--- config.mk ---
export PLATFORM = sky130hd
export DESIGN_NAME = datetime_timezone_shift
export DESIGN_NICKNAME = d
export VERILOG_FILES = /design/src/design/dts_pkg.sv /design/src/design/datetime_timezone_shift.sv
export SDC_FILE = /design/constraint.sdc
export NUM_CORES = 1
export LEC_CHECK = 0
export ABC_AREA = 1
export BUFFER_PORTS_ARGS = -buffer_cell sky130_fd_sc_hd__buf_2
export CORE_MARGIN = 2
export CORE_UTILIZATION = 50
export DETAILED_ROUTE_END_ITERATION = 6
export PLACE_DENSITY_LB_ADDON = 0.08
export SLEW_MARGIN = 10
export SYNTH_ARGS = -nofsm -noshare
export SYNTH_HDL_FRONTEND = slang
export SYNTH_SLANG_ARGS = --single-unit
--- constraint.sdc ---
create_clock -name clk -period 13.6 [get_ports clk]
set_input_delay 2.72 -clock clk [delete_from_list [all_inputs] [get_ports clk]]
set_output_delay 2.72 -clock clk [all_outputs]
set_load 0.05 [all_outputs]
--- src/design/dts_pkg.sv ---
// Types, constants and small calendar functions for the zone shift pipeline.
package dts_pkg;

	// Input selector codes.
	localparam logic [1:0] FUNC_NONE     = 2'd0;
	localparam logic [1:0] FUNC_DATE     = 2'd1;
	localparam logic [1:0] FUNC_DATETIME = 2'd2;

	// Time-of-day constants.
	localparam logic [16:0] SECS_PER_HOUR = 17'd3600;
	localparam logic [11:0] SECS_PER_MIN  = 12'd60;
	localparam logic [18:0] SECS_PER_DAY  = 19'd86400;
	localparam logic [18:0] LAST_SEC      = 19'd86399;

	// Calendar constants.
	localparam logic [13:0] YEAR_FLOOR = 14'd1901;
	localparam logic [14:0] YEAR_BIAS  = 15'd400;
	localparam logic [3:0]  MONTH_JAN  = 4'd1;
	localparam logic [3:0]  MONTH_MAR  = 4'd3;
	localparam logic [3:0]  MONTH_DEC  = 4'd12;
	localparam logic [4:0]  DEC_DAYS   = 5'd31;
	localparam logic [14:0] TWENTY_FIVE = 15'd25;

	// Reciprocals for division by constants, exact over the ranges used here.
	// x / 25 = (x * 20972) >> 19 for x < 16384.
	localparam logic [14:0] RECIP_25   = 15'd20972;
	// x / 3600 = (x * 37283) >> 27 for x < 86400.
	localparam logic [15:0] RECIP_3600 = 16'd37283;
	// x / 60 = (x * 2185) >> 17 for x < 3600.
	localparam logic [11:0] RECIP_60   = 12'd2185;

	// Flags that travel with each beat.
	typedef struct packed {
		logic has_date;
		logic has_time;
		logic shift;
	} ctrl_t;

	typedef struct packed {
		logic [13:0] y;
		logic [3:0]  m;
		logic [4:0]  d;
	} date_t;

	typedef struct packed {
		logic [4:0] h;
		logic [5:0] mi;
		logic [5:0] s;
	} hms_t;

	// Month length; months outside 1 to 12 count as 31 days.
	function automatic logic [4:0] month_days(input logic [3:0] m, input logic leap);
		logic [4:0] n;
		case (m) inside
			4'd2:                      n = leap ? 5'd29 : 5'd28;
			4'd4, 4'd6, 4'd9, 4'd11:   n = 5'd30;
			default:                   n = 5'd31;
		endcase
		return n;
	endfunction

	// Month term of the weekday sum: (13 * mm + 8) / 5, where January and
	// February (and month zero) count as months 13, 14 and 12 of the year before.
	function automatic logic [5:0] month_term(input logic [3:0] m);
		logic [5:0] r;
		case (m)
			4'd0:    r = 6'd32;
			4'd1:    r = 6'd35;
			4'd2:    r = 6'd38;
			4'd3:    r = 6'd9;
			4'd4:    r = 6'd12;
			4'd5:    r = 6'd14;
			4'd6:    r = 6'd17;
			4'd7:    r = 6'd19;
			4'd8:    r = 6'd22;
			4'd9:    r = 6'd25;
			4'd10:   r = 6'd27;
			4'd11:   r = 6'd30;
			4'd12:   r = 6'd32;
			4'd13:   r = 6'd35;
			4'd14:   r = 6'd38;
			default: r = 6'd40;
		endcase
		return r;
	endfunction

	// Remainder by seven, folding octal digits since 8 is 1 modulo 7.
	function automatic logic [2:0] mod7(input logic [15:0] v);
		logic [5:0] a;
		logic [3:0] b;
		a = 6'(v[2:0]) + 6'(v[5:3]) + 6'(v[8:6]) + 6'(v[11:9]) + 6'(v[14:12]) + 6'(v[15]);
		b = 4'(a[2:0]) + 4'(a[5:3]);
		return (b >= 4'd7) ? 3'(b - 4'd7) : b[2:0];
	endfunction

endpackage

--- src/design/datetime_timezone_shift.sv ---
// Zone shift of a decoded date and time of day, with weekday, as a six stage pipeline.
//
// One beat enters per clock while in_stall is low, and each result leaves from
// the stage 6 register. Stage 1 forms the seconds of day and the year's
// quotient by 25; stage 2 adds the zone offset, decides whether the date moves
// back or forward one day and finds the leap year; stage 3 rolls day, month and
// year and divides the seconds by 3600; stage 4 forms the remainder within the
// hour and starts the weekday (year quotient by 100); stage 5 divides by 60 and
// adds up the weekday sum; stage 6 finishes seconds and the weekday modulo 7
// and is the output register. Each stage holds while the stage after it is full
// and stalled, so in_stall rises only when all six stages are full and
// out_stall is high. The offset register must only be written while the
// pipeline is empty.
module datetime_timezone_shift (
	input  logic               clk,
	input  logic               arst_n,
	input  logic               cfg_we,
	input  logic signed [16:0] cfg_wdata,
	input  logic               in_valid,
	output logic               in_stall,
	input  logic [1:0]         func,
	input  logic [13:0]        year,
	input  logic [3:0]         month,
	input  logic [4:0]         day,
	input  logic [4:0]         hour,
	input  logic [5:0]         minute,
	input  logic [5:0]         second,
	output logic               out_valid,
	input  logic               out_stall,
	output logic [13:0]        out_year,
	output logic [3:0]         out_month,
	output logic [4:0]         out_day,
	output logic [4:0]         out_hour,
	output logic [5:0]         out_minute,
	output logic [5:0]         out_second,
	output logic [2:0]         weekday
);
	import dts_pkg::*;

	logic signed [16:0] offset_q;

	logic v_s1, v_s2, v_s3, v_s4, v_s5, v_s6;
	logic en_s1, en_s2, en_s3, en_s4, en_s5, en_s6;

	ctrl_t ctrl_s1, ctrl_s2, ctrl_s3, ctrl_s4, ctrl_s5;
	date_t date_s1, date_s2, date_s3, date_s4, date_s5, date_s6;
	hms_t  raw_s1, raw_s2, raw_s3, raw_s4, raw_s5, hms_s6;

	logic [16:0] tod_s1;
	logic [9:0]  q25_s1;
	logic [16:0] t_s2, t_s3;
	logic        back_s2, fwd_s2;
	logic [4:0]  dim_cur_s2, dim_prev_s2;
	logic [4:0]  hq_s3, hq_s4, hq_s5;
	logic [11:0] rem_s4, rem_s5;
	logic [14:0] yy_s4;
	logic [8:0]  q100_s4;
	logic [5:0]  mterm_s4;
	logic [5:0]  mi_s5;
	logic [15:0] sum_s5;
	logic [2:0]  wd_s6;

	// Offset register.
	always_ff @(posedge clk or negedge arst_n) begin
		if (!arst_n) begin
			offset_q <= '0;
		end else if (cfg_we) begin
			offset_q <= cfg_wdata;
		end
	end

	// A stage loads when it is empty or its contents move on.
	assign en_s6    = !v_s6 || !out_stall;
	assign en_s5    = !v_s5 || en_s6;
	assign en_s4    = !v_s4 || en_s5;
	assign en_s3    = !v_s3 || en_s4;
	assign en_s2    = !v_s2 || en_s3;
	assign en_s1    = !v_s1 || en_s2;
	assign in_stall = !en_s1;

	always_ff @(posedge clk or negedge arst_n) begin
		if (!arst_n) begin
			v_s1 <= 1'b0;
			v_s2 <= 1'b0;
			v_s3 <= 1'b0;
			v_s4 <= 1'b0;
			v_s5 <= 1'b0;
			v_s6 <= 1'b0;
		end else begin
			if (en_s1) v_s1 <= in_valid;
			if (en_s2) v_s2 <= v_s1;
			if (en_s3) v_s3 <= v_s2;
			if (en_s4) v_s4 <= v_s3;
			if (en_s5) v_s5 <= v_s4;
			if (en_s6) v_s6 <= v_s5;
		end
	end

	// Stage 1: seconds of day and year divided by 25.
	ctrl_t       ctrl_c1;
	logic [16:0] tod_c1;
	logic [28:0] yprod_c1;

	always_comb begin
		ctrl_c1.has_date = (func != FUNC_NONE);
		ctrl_c1.has_time = (func >= FUNC_DATETIME);
		ctrl_c1.shift    = ctrl_c1.has_time && (offset_q != 17'sd0);
		tod_c1   = 17'(hour) * SECS_PER_HOUR + 17'(minute) * 17'(SECS_PER_MIN) + 17'(second);
		yprod_c1 = 29'(year) * 29'(RECIP_25);
	end

	always_ff @(posedge clk) begin
		if (en_s1) begin
			ctrl_s1 <= ctrl_c1;
			date_s1 <= '{y: year, m: month, d: day};
			raw_s1  <= '{h: hour, mi: minute, s: second};
			tod_s1  <= tod_c1;
			q25_s1  <= yprod_c1[28:19];
		end
	end

	// Stage 2: add the offset, pick the day move, find leap year and month lengths.
	logic signed [18:0] t_c2;
	logic [18:0]        tu_c2, tadj_c2, tclamp_c2;
	logic               neg_c2, over_c2;
	logic [14:0]        x25_c2;
	logic               leap_c2;

	always_comb begin
		t_c2   = $signed({2'b00, tod_s1}) + $signed({{2{offset_q[16]}}, offset_q});
		tu_c2  = t_c2;
		neg_c2 = tu_c2[18];
		over_c2 = !neg_c2 && (tu_c2 >= SECS_PER_DAY);
		if (neg_c2) begin
			tadj_c2 = tu_c2 + SECS_PER_DAY;
		end else if (over_c2) begin
			tadj_c2 = tu_c2 - SECS_PER_DAY;
		end else begin
			tadj_c2 = tu_c2;
		end
		tclamp_c2 = (tadj_c2 > LAST_SEC) ? LAST_SEC : tadj_c2;
		// Leap: divisible by 4 and either not by 25 or also by 16.
		x25_c2  = 15'(q25_s1) * TWENTY_FIVE;
		leap_c2 = (date_s1.y[1:0] == 2'b00) &&
			((x25_c2 != {1'b0, date_s1.y}) || (date_s1.y[3:0] == 4'b0000));
	end

	always_ff @(posedge clk) begin
		if (en_s2) begin
			ctrl_s2     <= ctrl_s1;
			date_s2     <= date_s1;
			raw_s2      <= raw_s1;
			t_s2        <= tclamp_c2[16:0];
			back_s2     <= ctrl_s1.shift && neg_c2;
			fwd_s2      <= ctrl_s1.shift && over_c2;
			dim_cur_s2  <= month_days(date_s1.m, leap_c2);
			dim_prev_s2 <= month_days(date_s1.m - 4'd1, leap_c2);
		end
	end

	// Stage 3: roll the date by one day and divide the seconds by 3600.
	date_t       date_c3;
	logic [32:0] hprod_c3;

	always_comb begin
		date_c3 = date_s2;
		if (back_s2) begin
			if (date_s2.d <= 5'd1) begin
				if (date_s2.m <= MONTH_JAN) begin
					if (date_s2.y > YEAR_FLOOR) begin
						date_c3.y = date_s2.y - 14'd1;
					end
					date_c3.m = MONTH_DEC;
					date_c3.d = DEC_DAYS;
				end else begin
					date_c3.m = date_s2.m - 4'd1;
					date_c3.d = dim_prev_s2;
				end
			end else begin
				date_c3.d = date_s2.d - 5'd1;
			end
		end else if (fwd_s2) begin
			if (date_s2.d >= dim_cur_s2) begin
				if (date_s2.m >= MONTH_DEC) begin
					date_c3.y = date_s2.y + 14'd1;
					date_c3.m = MONTH_JAN;
				end else begin
					date_c3.m = date_s2.m + 4'd1;
				end
				date_c3.d = 5'd1;
			end else begin
				date_c3.d = date_s2.d + 5'd1;
			end
		end
		hprod_c3 = 33'(t_s2) * 33'(RECIP_3600);
	end

	always_ff @(posedge clk) begin
		if (en_s3) begin
			ctrl_s3 <= ctrl_s2;
			date_s3 <= date_c3;
			raw_s3  <= raw_s2;
			t_s3    <= t_s2;
			hq_s3   <= hprod_c3[31:27];
		end
	end

	// Stage 4: seconds within the hour; weekday year terms.
	logic [16:0] rem_c4;
	logic [14:0] yy_c4;
	logic [27:0] qprod_c4;

	always_comb begin
		rem_c4   = t_s3 - 17'(hq_s3) * SECS_PER_HOUR;
		yy_c4    = {1'b0, date_s3.y} + YEAR_BIAS - ((date_s3.m < MONTH_MAR) ? 15'd1 : 15'd0);
		qprod_c4 = 28'(yy_c4[14:2]) * 28'(RECIP_25);
	end

	always_ff @(posedge clk) begin
		if (en_s4) begin
			ctrl_s4  <= ctrl_s3;
			date_s4  <= date_s3;
			raw_s4   <= raw_s3;
			hq_s4    <= hq_s3;
			rem_s4   <= rem_c4[11:0];
			yy_s4    <= yy_c4;
			q100_s4  <= qprod_c4[27:19];
			mterm_s4 <= month_term(date_s3.m);
		end
	end

	// Stage 5: minutes, and the weekday sum.
	logic [23:0] mprod_c5;
	logic [15:0] sum_c5;

	always_comb begin
		mprod_c5 = 24'(rem_s4) * 24'(RECIP_60);
		sum_c5   = 16'(yy_s4) + 16'(yy_s4[14:2]) - 16'(q100_s4) + 16'(q100_s4[8:2]) +
			16'(mterm_s4) + 16'(date_s4.d);
	end

	always_ff @(posedge clk) begin
		if (en_s5) begin
			ctrl_s5 <= ctrl_s4;
			date_s5 <= date_s4;
			raw_s5  <= raw_s4;
			hq_s5   <= hq_s4;
			rem_s5  <= rem_s4;
			mi_s5   <= mprod_c5[22:17];
			sum_s5  <= sum_c5;
		end
	end

	// Stage 6: seconds, weekday, and the selection of the result fields.
	logic [11:0] sec_c6;
	hms_t        hms_c6;

	always_comb begin
		sec_c6 = rem_s5 - 12'(mi_s5) * SECS_PER_MIN;
		if (!ctrl_s5.has_date || !ctrl_s5.has_time) begin
			hms_c6 = '0;
		end else if (ctrl_s5.shift) begin
			hms_c6 = '{h: hq_s5, mi: mi_s5, s: sec_c6[5:0]};
		end else begin
			hms_c6 = raw_s5;
		end
	end

	always_ff @(posedge clk) begin
		if (en_s6) begin
			date_s6 <= ctrl_s5.has_date ? date_s5 : '0;
			hms_s6  <= hms_c6;
			wd_s6   <= ctrl_s5.has_date ? mod7(sum_s5) : 3'd0;
		end
	end

	assign out_valid  = v_s6;
	assign out_year   = date_s6.y;
	assign out_month  = date_s6.m;
	assign out_day    = date_s6.d;
	assign out_hour   = hms_s6.h;
	assign out_minute = hms_s6.mi;
	assign out_second = hms_s6.s;
	assign weekday    = wd_s6;

endmodule

==> After elaboration in Yosys (flattened, before gate mapping) <==
Memory sizes are Yosys's and may differ from the RTL's. A register that Yosys moved wholly into a read port is not among the register bits.
Index checks and enable logic that the tools add are counted.
{ "word_totals": {"regBits": 428, "romBits": 96, "inputBits": 64, "memories": 1} }
{ "mem_list": {"columns": ["name", "depth", "width", "rd", "rd_ports_with_merged_regs", "wr", "line_no", "rtl"], "rows": [
  ["(name not given)", 16, 6, 1, 1, 0, "dts_pkg.sv:66", "case (m)"]
]} }
{ "classes": {"addsub": 28, "multipliers": 9, "magnitude_cmp": 10, "eq_ne": 11, "muxes": 21, "n_reduce_logical": 30} }
{ "op_table": {"columns": ["cell", "count"], "rows": [
  ["two-way mux 23 bit", 2],
  ["two-way mux 14 bit", 3],
  ["two-way mux 19 bit", 2],
  ["two-way mux 18 bit", 2],
  ["multiplier 17 x 16 -> 32 bit (second input constant)", 1],
  ["multiplier 14 x 13 -> 27 bit (second input constant)", 1],
  ["multiplier 13 x 13 -> 26 bit (second input constant)", 1],
  ["multiplier 12 x 12 -> 23 bit (second input constant)", 1],
  ["adder 18 x 17 -> 19 bit", 1],
  ["adder 19 x 17 -> 19 bit (second input constant)", 1],
  [">= comparator 19 x 17 -> 1 bit (second input constant)", 1],
  ["> comparator 19 x 17 -> 1 bit (second input constant)", 1],
  ["subtractor 19 x 17 -> 19 bit (second input constant)", 1],
  ["adder 17 x 12 -> 17 bit", 1],
  ["adder 17 x 6 -> 17 bit", 1],
  ["two-way mux 17 bit", 1],
  ["nonzero test 17 bit", 1],
  ["adder 15 x 13 -> 16 bit", 1],
  ["adder 16 x 5 -> 16 bit", 1],
  ["adder 16 x 6 -> 16 bit", 1],
  ["adder 16 x 7 -> 16 bit", 1],
  ["equality test 4 x 3 -> 1 bit (second input constant)", 4],
  ["equality test 4 bit (second input constant)", 4],
  ["subtractor 16 x 9 -> 16 bit", 1],
  ["other kinds (44)", 74]
]} }

==> Logic depth before layout (Yosys ltp) <==
{ "depth": {"ltp_word": 8, "ltp_mapped": 40, "ltp_nobuf": 39} }

==> Worst setup path before layout <==
No wires, ideal clock.
{ "synth_timing": {"path_kind": "input -> output", "startpoint": "input out_stall", "endpoint": "output in_stall", "t_arrival_ns": 10.677, "setup_slack_ns": 0.203, "path_stages": 10, "n_path_buf": 0, "cell_sequence": "nand2_1 > nor2_1 > inv_1 > nor2_1 > inv_1 > nor2_1 > inv_1 > nor2_1 > inv_1 > nor2_1"} }
{ "synth_between": {"elab_chain_len": 8} }
{ "synth_lines": {"columns": ["item", "line_no", "rtl"], "rows": [
  ["from (decl)", "datetime_timezone_shift.sv:29", "input logic out_stall,"],
  ["logical NOT 1 bit", "datetime_timezone_shift.sv:73", "assign en_s6 = !v_s6 || !out_stall;"],
  ["logical OR 1 bit", "datetime_timezone_shift.sv:73", null],
  ["logical OR 1 bit", "datetime_timezone_shift.sv:74", "assign en_s5 = !v_s5 || en_s6;"],
  ["net en_s5", "datetime_timezone_shift.sv:43", "logic en_s1, en_s2, en_s3, en_s4, en_s5, en_s6;"],
  ["logical OR 1 bit", "datetime_timezone_shift.sv:75", "assign en_s4 = !v_s4 || en_s5;"],
  ["net en_s4", "datetime_timezone_shift.sv:43", null],
  ["logical OR 1 bit", "datetime_timezone_shift.sv:76", "assign en_s3 = !v_s3 || en_s4;"],
  ["net en_s3", "datetime_timezone_shift.sv:43", null],
  ["logical OR 1 bit", "datetime_timezone_shift.sv:77", "assign en_s2 = !v_s2 || en_s3;"],
  ["net en_s2", "datetime_timezone_shift.sv:43", null],
  ["logical OR 1 bit", "datetime_timezone_shift.sv:78", "assign en_s1 = !v_s1 || en_s2;"],
  ["logical NOT 1 bit", "datetime_timezone_shift.sv:79", "assign in_stall = !en_s1;"],
  ["to (decl)", "datetime_timezone_shift.sv:20", "output logic in_stall,"]
]} }
The timed path passes the listed nets, and every way through them passes these cells.

==> Final worst setup path <==
{ "layout_timing": {"startpoint": "register date_s3[7] (netlist bit)", "endpoint": "register q100_s4[6] (data pin)"} }
{ "layout_between": {"elab_chain_len": 4} }
{ "layout_lines": {"columns": ["item", "line_no", "rtl"], "rows": [
  ["from (decl)", "datetime_timezone_shift.sv:46", "date_t date_s1, date_s2, date_s3, date_s4, date_s5, date_s6;"],
  ["from (signal assigned)", "datetime_timezone_shift.sv:201", "date_s3 <= date_c3;"],
  ["less-than comparator 4 x 2 -> 1 bit", "datetime_timezone_shift.sv:215", "yy_c4 = {1'b0, date_s3.y} + YEAR_BIAS - ((date_s3.m < MONTH_MAR) ? 15'd1 : 15'd0);"],
  ["two-way mux 1 bit", "datetime_timezone_shift.sv:215", null],
  ["subtractor 15 x 1 -> 15 bit", "datetime_timezone_shift.sv:215", null],
  ["net yy_c4[13]", "datetime_timezone_shift.sv:210", "logic [14:0] yy_c4;"],
  ["multiplier 13 x 13 -> 26 bit", "datetime_timezone_shift.sv:216", "qprod_c4 = 28'(yy_c4[14:2]) * 28'(RECIP_25);"],
  ["net qprod_c4[25]", "datetime_timezone_shift.sv:211", "logic [27:0] qprod_c4;"],
  ["to (signal assigned)", "datetime_timezone_shift.sv:227", "q100_s4 <= qprod_c4[27:19];"],
  ["to (decl)", "datetime_timezone_shift.sv:57", "logic [8:0] q100_s4;"]
]} }
The timed path passes the listed nets, and every way through them passes these cells.
A chain may end at the register's enable or synchronous reset.

==> results.sh <==
export IMPL_fin_util_pct=55.40
export IMPL_timing_max_cap_violations=0
export IMPL_fillers=5922
export IMPL_ioPinCount=109
export IMPL_post_synthesis_net_count=4070
export IMPL_routed_via_count=21480
export IMPL_insertion_delay_to_the_later_sink_of_the_worst_skew_pair_ns=0.57
export IMPL_crit_arrival_ns=8.67
export IMPL_post_dp_hpwl_microns=55080
export IMPL_die_w_microns=265.7
export IMPL_sequential_share_of_the_synthesized_area_pct=37.03
export IMPL_clock_fmax_mhz=119.7
export IMPL_max_slew_margin_pct=24.75
export IMPL_report_final_slew_viol_count=0
export IMPL_hold_path_class="reg2reg"
export IMPL_via_per_inst=5.085
export IMPL_cts_htree_levels=2
export IMPL_ant_nets=0
export IMPL_ys_warnings_count=0
export IMPL_critPathLaunchType="flop"
export IMPL_drt_pass1_iterations=5
export IMPL_fin_worst_skew_ns=0.01601
export IMPL_synthDominantCellAreaShare_pct=35.35
export IMPL_synth_lib_cells_used_distinct=59
export IMPL_cts_buffers=48
export IMPL_totalWireLength_microns=67480
export IMPL_grt_max_degree=78
export IMPL_share_of_final_layout_standard_cells_stronger_than_drive_strength_1_pct=8.478
export IMPL_timing_hold_violations_final=0
export IMPL_grt_overflow_total=0
export IMPL_setup_violations=0
export IMPL_finalCritPeriodShare_pct=61.41
export IMPL_floorplan_initialDensity_pct=50.71
export IMPL_critical_path_endpoint_type="flop"
export IMPL_synth_top_cells_by_area="edfxtp_1 35%, ha_1 22%, fa_1 14%"
export IMPL_path_clk_slew_ns=0.06
export IMPL_cts_root_buffer="clkbuf_16"
export IMPL_tns_ns=0
export IMPL_critical_path_top_delay_family="adder cells"
export IMPL_ctsHoldBuffers=0
export IMPL_cpPeakStageDelay_ns=0.53
export IMPL_final_min_clock_period_ns=8.352
export IMPL_clock_tree_from_tritoncts="yes"
export IMPL_drtIter0Drc=1076
export IMPL_outcome="completed"
export IMPL_cts_max_path_buffers=3
export IMPL_cp_data_required_time_ns=13.92
export IMPL_die_area_sq_um=70580
export IMPL_whs_ns=0.4121
export IMPL_core_area_sq_um=67510
export IMPL_tritoncts_num_sinks=426
export IMPL_postSynthRegisterBits=426
export IMPL_grt_pass1_vias=22470
export IMPL_area_growth_from_synthesis_to_layout_pct=9.258
export IMPL_antenna_found_initial=2
export IMPL_mean_routed_wirelength_per_cell_microns=15.98
export IMPL_drt_drc_violations_left=0
export IMPL_synth_top_cell_by_area="edfxtp_1"
export IMPL_wire_length_of_the_first_global_routing_pass_microns=112900
export IMPL_path_buf_inv=7
export IMPL_port_buffers=108
export IMPL_worstMarginPinSlew_ns=1.125
export IMPL_fin_nets=4214
export IMPL_syn_instance_count=3170
export IMPL_row_count=95
export IMPL_antenna_diode_count=0
export IMPL_gp_routability_congestion=0.8901
export IMPL_synth_ff_type="edfxtp_1"
export IMPL_syn_area_sq_um=34230
export IMPL_asyncSetResetFlopFracSynth_pct=5.399
export IMPL_post_cts_resized=0
export IMPL_grt_setup_unrepaired="no"
export IMPL_critical_path_maximum_fanout=11
export IMPL_syn_area_per_cell_sq_um=10.80
export IMPL_worst_path_max_delay_cell="edfxtp_1"
export IMPL_post_cts_buffers=0
export IMPL_synth_enable_flop_cells=403
export IMPL_floorplan_die_height_microns=265.7
export IMPL_worst_setup_path_type="reg2reg"
export IMPL_cpMostUsedCell="nand2_1"
export IMPL_grt_total_usage_pct=19.95
layout by cell type (no fill, tap or decap), drive strengths merged, types with 4 or more instances in the layout:
cell type,Yosys,layout
inv,677,681
clkinvlp,0,4
a211oi,8,8
nor3,32,32
o221ai,6,6
a31oi,6,6
o31ai,6,6
edfxtp,403,403
o21ai,70,70
dfrtp,23,23
nand3,107,107
xnor2,40,40
or2,8,8
ha,592,592
o211ai,9,9
o21a,6,6
bufinv,0,6
buf,6,116
nand4,34,34
and2,4,4
a21oi,150,150
clkinv,0,14
o41ai,5,5
o21bai,12,12
mux2,15,15
a21o,9,9
nor4,13,13
nor2,126,126
clkbuf,16,58
xor2,104,104
nand2,414,414
fa,244,244
worst register-to-register path, delay by kind of cell (launching register included):
kind | cells | cell delay, ns
adder cells (fa/ha/maj) | 9 | 3.46
buffers and inverters | 7 | 0.75
AND/OR/NAND/NOR | 11 | 1.25
XOR/XNOR | 2 | 0.50
AO/OA/AOI/OAI | 10 | 1.60
flip-flops | 1 | 0.53
metrics by stage:
| step | setup slack, ns | cell area (sq um) | instances |
|---|---|---|---|
| finish | 5.248 | 37400 | 4223 |
| global route | 4.558 | 37400 | 4223 |
| CTS | 5.199 | 37400 | 4223 |
| detailed placement | 5.231 | 35810 | 4137 |
| global placement | 5.386 | 35810 | 4137 |
| floorplan | 0.2028 | 34230 | 3170 |
cells by family after synthesis:
kind of cell	Yosys count	synth area share, %
adder cells (fa/ha/maj)	836	35.91
AO/OA/AOI/OAI	307	5.205
XOR/XNOR	145	3.772
flip-flops	426	37.03
AND/OR/NAND/NOR	742	9.806
multiplexers	15	0.4934
buffers and inverters	699	7.788
cell usage after synthesis (all sizes together), types with 8 or more instances:
library cell    n
inv           677
ha            592
nand2         414
edfxtp        403
fa            244
a21oi         150
nor2          126
nand3         107
xor2          104
o21ai          70
xnor2          40
nand4          34
nor3           32
dfrtp          23
clkbuf         16
mux2           15
nor4           13
o21bai         12
a21o            9
o211ai          9
a211oi          8
or2             8
routing by layer:
layer / vias to the layer above / track usage, % / wire, microns
li1: 10830 / - / -
met1: 10300 / 28.05 / 32750
met2: 263 / 33.51 / 31710
met3: 74 / 2.537 / 1997
met4: 4 / 3.735 / 992
met5: - / 0 / 27
cell type report:
class | instances | area [sq um] | area share, %
timing repair buffer | 116 | 600.6 | 1.606
sequential | 426 | 12680 | 33.89
clock buffer | 58 | 1280 | 3.422
clock inverter | 28 | 316.6 | 0.8463
inverter | 677 | 2544 | 6.801
tap | 873 | 1092 | 2.920
multi-input combinational | 2045 | 18890 | 50.51
registers in the layout (all words and copies together) (netlist names), 9 cells and up:
register  flops
date_s4      23
q25_s1       10
date_s2      23
date_s5      23
raw_s5       17
out_year     14
tod_s1       15
date_s1      23
offset_q     17
yy_s4        15
rem_s4       12
sum_s5       16
q100_s4       9
t_s3         12
raw_s1       17
raw_s3       17
t_s2         17
date_s3      23
raw_s4       17
raw_s2       17
worst paths after layout:
| check | cells after the start | slack (ns) | start | to |
|---|---|---|---|---|
| max | 39 | 5.25 | date_s3[7] | q100_s4[6] |
| min | 0 | 0.41 | ctrl_s4[2] | ctrl_s5[2] |
| max reg2reg | 39 | 5.25 | date_s3[7] | q100_s4[6] |
| min reg2reg | 0 | 0.41 | ctrl_s4[2] | ctrl_s5[2] |
| max in group asynchronous | 1 | 11.01 | arst_n | out_valid |
| min in group asynchronous | 1 | 2.17 | arst_n | offset_q[6] |
Power is left out: the tool's default activity adds up to more than one toggle a clock period on the data nets, which glitch-free logic cannot reach.
